<file path="src/bfha_pkg.sv">
// ----------------------------------------------------------------------------
// bfha_pkg
// Types and constants of the best-fit hole allocator.
// ----------------------------------------------------------------------------
package bfha_pkg;

    localparam int HOLE_SLOTS_DEF  = 64;
    localparam int OFFSET_BITS_DEF = 32;

    localparam int SIZE_W   = 25;
    localparam int BYTES_W  = 31;
    localparam int GRAN_W   = 17;
    localparam int PORT_OFF_W = 32;
    localparam int TOTAL_W  = 7;
    localparam int DCNT_W   = $clog2(SIZE_W + 1);

    localparam logic [GRAN_W-1:0] GRANULE_RST = 17'd512;

    localparam logic [1:0] ST_OK      = 2'd0;
    localparam logic [1:0] ST_FULL    = 2'd1;
    localparam logic [1:0] ST_NOSPACE = 2'd2;

    localparam logic FUNC_ALLOC   = 1'b0;
    localparam logic FUNC_RELEASE = 1'b1;

    // controller to datapath
    typedef struct packed {
        logic load;
        logic scan_init;
        logic scan_step;
        logic shift_init;
        logic shift_step;
        logic div_init;
        logic div_step;
        logic round;
        logic commit;
    } t_cmd;

    // datapath to controller
    typedef struct packed {
        logic func;
        logic full;
        logic found;
        logic scan_done;
        logic shift_done;
        logic div_done;
    } t_sts;

endpackage

</file>
<file path="src/bfha_ctrl.sv">
// ----------------------------------------------------------------------------
// bfha_ctrl
// Sequencer: check, scan, shift or divide and round, commit; or check, commit.
// ----------------------------------------------------------------------------
module bfha_ctrl (
    input  logic           i_clk,
    input  logic           i_rst_n,
    input  logic           i_valid,
    output logic           o_stall,
    output logic           o_valid,
    input  logic           i_stall,
    input  bfha_pkg::t_sts i_sts,
    output bfha_pkg::t_cmd o_cmd
);

    localparam logic [2:0] S_IDLE  = 3'd0;
    localparam logic [2:0] S_CHK   = 3'd1;
    localparam logic [2:0] S_SCAN  = 3'd2;
    localparam logic [2:0] S_SHIFT = 3'd3;
    localparam logic [2:0] S_DIV   = 3'd4;
    localparam logic [2:0] S_ROUND = 3'd5;
    localparam logic [2:0] S_FIN   = 3'd6;

    logic [2:0] r_state, n_state;
    logic       r_ovalid, n_ovalid;
    logic       out_free;

    assign out_free = !r_ovalid || !i_stall;

    always_comb begin
        n_state  = r_state;
        n_ovalid = r_ovalid && i_stall;
        o_cmd    = '0;
        case (r_state)
            S_IDLE: begin
                if (i_valid) begin
                    o_cmd.load = 1'b1;
                    n_state    = S_CHK;
                end
            end
            S_CHK: begin
                if (i_sts.func == bfha_pkg::FUNC_RELEASE && i_sts.full) begin
                    n_state = S_FIN;
                end else begin
                    o_cmd.scan_init = 1'b1;
                    n_state         = S_SCAN;
                end
            end
            S_SCAN: begin
                if (i_sts.scan_done) begin
                    if (i_sts.func == bfha_pkg::FUNC_ALLOC && !i_sts.found) begin
                        o_cmd.div_init = 1'b1;
                        n_state        = S_DIV;
                    end else begin
                        o_cmd.shift_init = 1'b1;
                        n_state          = S_SHIFT;
                    end
                end else begin
                    o_cmd.scan_step = 1'b1;
                end
            end
            S_SHIFT: begin
                if (i_sts.shift_done) begin
                    n_state = S_FIN;
                end else begin
                    o_cmd.shift_step = 1'b1;
                end
            end
            S_DIV: begin
                if (i_sts.div_done) begin
                    n_state = S_ROUND;
                end else begin
                    o_cmd.div_step = 1'b1;
                end
            end
            S_ROUND: begin
                o_cmd.round = 1'b1;
                n_state     = S_FIN;
            end
            S_FIN: begin
                if (out_free) begin
                    o_cmd.commit = 1'b1;
                    n_ovalid     = 1'b1;
                    n_state      = S_IDLE;
                end
            end
            default: begin
                n_state = S_IDLE;
            end
        endcase
    end

    always_ff @(posedge i_clk) begin
        if (!i_rst_n) begin
            r_state  <= S_IDLE;
            r_ovalid <= 1'b0;
        end else begin
            r_state  <= n_state;
            r_ovalid <= n_ovalid;
        end
    end

    assign o_stall = (r_state != S_IDLE);
    assign o_valid = r_ovalid;

endmodule

</file>
<file path="config.mk">
export PLATFORM = sky130hd
export DESIGN_NAME = bfha_ctrl
export DESIGN_NICKNAME = d
export VERILOG_FILES = /design/src/bfha_pkg.sv /design/src/bfha_ctrl.sv
export SDC_FILE = /design/constraint.sdc
export NUM_CORES = 1
export LEC_CHECK = 0
export BUFFER_PORTS_ARGS = -buffer_cell sky130_fd_sc_hd__buf_2
export CAP_MARGIN = 40
export CORE_AREA = 2 2 39 41
export CTS_BUF_LIST = sky130_fd_sc_hd__clkbuf_8
export CTS_CLUSTER_DIAMETER = 80
export DETAILED_ROUTE_END_ITERATION = 12
export DIE_AREA = 0 0 41 43
export PLACE_DENSITY_LB_ADDON = 0.15
export SETUP_SLACK_MARGIN = 0.2
export SYNTH_ARGS = -nofsm -noshare
export SYNTH_HDL_FRONTEND = slang
export SYNTH_SLANG_ARGS = --single-unit
</file>
<file path="constraint.sdc">
create_clock -name i_clk -period 3 [get_ports i_clk]
set_input_delay 0.15 -clock i_clk [delete_from_list [all_inputs] [get_ports i_clk]]
set_output_delay 0.15 -clock i_clk [all_outputs]
set_load 0.005 [all_outputs]
</file>
==> run metrics <==
run status finished, final reports clean; share of cells above drive strength 1 between 40% and 50%; H-tree level count 1; starting utilization of the core area between 20% and 30%; worst hold stages 2; fraction of registers with async set or reset after synthesis 0%; Die Footprint 1760 um^2; Synth Warn # 0; depth of the worst register-to-register path 4; netlist area before placement 337 um^2; worst hold path type in2reg; clock net sink count 4; Max VDD drop roughly 0.16 mV; height of the chip roughly 43 um; width of the die 41 um; PnR worst setup slack 1.44 ns; post-synthesis cell type count 29; count of final max-slew check failures 0; capture point of the critical path o_cmd[4]; PostCTS Resize Cnt 0; transition time at the pin with the least slew margin 0.514 ns; Seq/Total Area, Yosys 23.8%; most frequent cells in the layout sky130_fd_sc_hd__buf_2 (20), sky130_fd_sc_hd__nor2_1 (5), sky130_fd_sc_hd__dfxtp_1 (4); element type at the critical path start register; TNS Setup 0 ns; per-cell via count in the routed design 5.06; Post-DRT Antenna Nets 0; TritonCTS buffer count 3; final hold viol count 0; area added between synthesis and finish 40.9%; core utilization of the finished layout 34.3%; Final setup violation count 0; pwr dens between 500 and 600 nW/um^2; worst-case register-to-register setup slack 1.57 ns; beginning of the worst register-to-register path r_state[0]$_SDFFE_PN0P_; Worst setup startpoint r_state[0]$_SDFFE_PN0P_; clk_skew 0.00472 ns; buffers added on ports 20; relative max-transition margin 65.7%; Post-synth EDFFs 0; Clk pin slew, worst setup/hold paths about 0.030 ns; largest net degree at the start of global routing 15; worst skew pair latency 0.21 ns; number of hold buffers added after CTS 0; number of global-route vias before repair 320; Worst Path Arrival about 1.4 ns; number of antenna violations at the first check in global routing 0; DRC violation count after routing 0; critical path peak fanout 11; Crit Path Category reg2out; post-CTS setup buffer count 0; average cell area after synthesis 7.83 um^2; Reg-to-Reg End r_state[2]$_SDFFE_PN0P_; initial DRC count 6; cell chosen for the clock root sky130_fd_sc_hd__clkbuf_8; kind of capture point of the worst setup path output pin; final wirelength ~870 um; Syn Nets 53; Std-Cell Core Area 1380 um^2; Max-cap violations 0; Period Utilization, post-route 51.9%; WP data required 2.85 ns; most frequent standard cell in the layout excluding fill and tap cells sky130_fd_sc_hd__buf_2; ys flop type sky130_fd_sc_hd__dfxtp_1; placer congestion estimate 0.700; Std-Cell Rows 14; first-pass detailed-route iteration total 3; synthesized instance count 43; overflow left after global routing 0; CTS tree done; worst slack, placed roughly 1.6 ns; Global Route Usage Sum 10.5%; count of inserted antenna diode cells 0; time the final worst path needs with I/O delays and setup between 1.5 and 2 ns; fmax 0.642 GHz; buffer levels on the longest clock path 2; drt wl/cell about 11 um; DPL Wire Length a little under 700 um; number of vias after detailed routing 400; net total in the final layout 75; I/O pin total 21; global-route wire length before repair between 1 and 1.5 mm; leakage power summed over all cells 0.215 nW; flops & latches, synth 4; unrepaired setup endpoints after global routing no
[layout make-up]
class	count	area (um^2)
clock buffer	3	41.3
tap	16	20.0
multi-input combinational	34	225
sequential	4	80.1
timing repair buffer	20	100
fill	161	910
inverter	2	7.51
[worst max-delay path, stage by stage (launching register included)]
cell                      delay (ns)
sky130_fd_sc_hd__dfxtp_1        0.50
sky130_fd_sc_hd__inv_1          0.16
sky130_fd_sc_hd__nor4_4         0.36
sky130_fd_sc_hd__buf_2          0.17
[kinds of logic (layout without fill, tap and decap cells)]
family          count (synthesis)  in the layout  synth area share, %
compound gates                 14             14                 32.3
buf+inv                         5             25                 9.29
flops                           4              4                 23.8
simple gates                   20             20                 34.6
[routing by layer]
layer	GRT usage [%]	part of all wire, %	vias up
met5	0	0	-
met2	14.7	45	12
met1	15.7	48	181
met3	3.14	6.7	0
li1	-	-	207
met4	2.00	0	0
[how the worst min path moves through the flow]
stage,startpoint,endpoint,slack (ns)
2_1_floorplan,i_rst_n,r_state[0]$_SDFFE_PN0P_,0.28
3_3_place_gp,i_rst_n,r_state[0]$_SDFFE_PN0P_,0.44
3_5_place_dp,i_rst_n,r_state[0]$_SDFFE_PN0P_,0.44
4_1_cts,i_rst_n,r_state[0]$_SDFFE_PN0P_,0.20
5_1_grt,i_rst_n,r_state[0]$_SDFFE_PN0P_,0.21
6_report,i_rst_n,r_state[0]$_SDFFE_PN0P_,0.21
[power breakdown]
part / switching (mW) / leakage, nW / internal (mW)
clock network: 0.0259 / 0.0216 / 0.0854
registers: 0.0144 / 0.0327 / 0.0585
logic: 0.0298 / 0.160 / 0.0294
total: 0.0701 / 0.215 / 0.173
[Yosys cell counts (all sizes together), types with 2 or more instances]
master | count | area share, %
nor3 | 3 | 4.5
nand2 | 3 | 3.3
and3 | 2 | 3.7
dfxtp | 4 | 24
nand3 | 2 | 3.0
nor2 | 5 | 5.6
nor4 | 2 | 8.2
inv | 2 | 2.2
buf | 3 | 7.1
a21oi | 2 | 3.0
o21ai | 3 | 5.6
[registers in the layout, indices dropped and copies added (netlist names)]
name     cells
r_state      3
o_valid      1
[per-stage QoR]
step                instance area (um^2)  hold slack (ns)  std cells  total power [mW]
global placement                     433            0.441         76             0.135
detailed placement                   433            0.438         76             0.134
global route                         474            0.209         79             0.262
finish                               474            0.206         79             0.243
CTS                                  474            0.204         79             0.248
floorplan                            337            0.278         43             0.114
No activity file was read; power rests on OpenSTA's default activity.
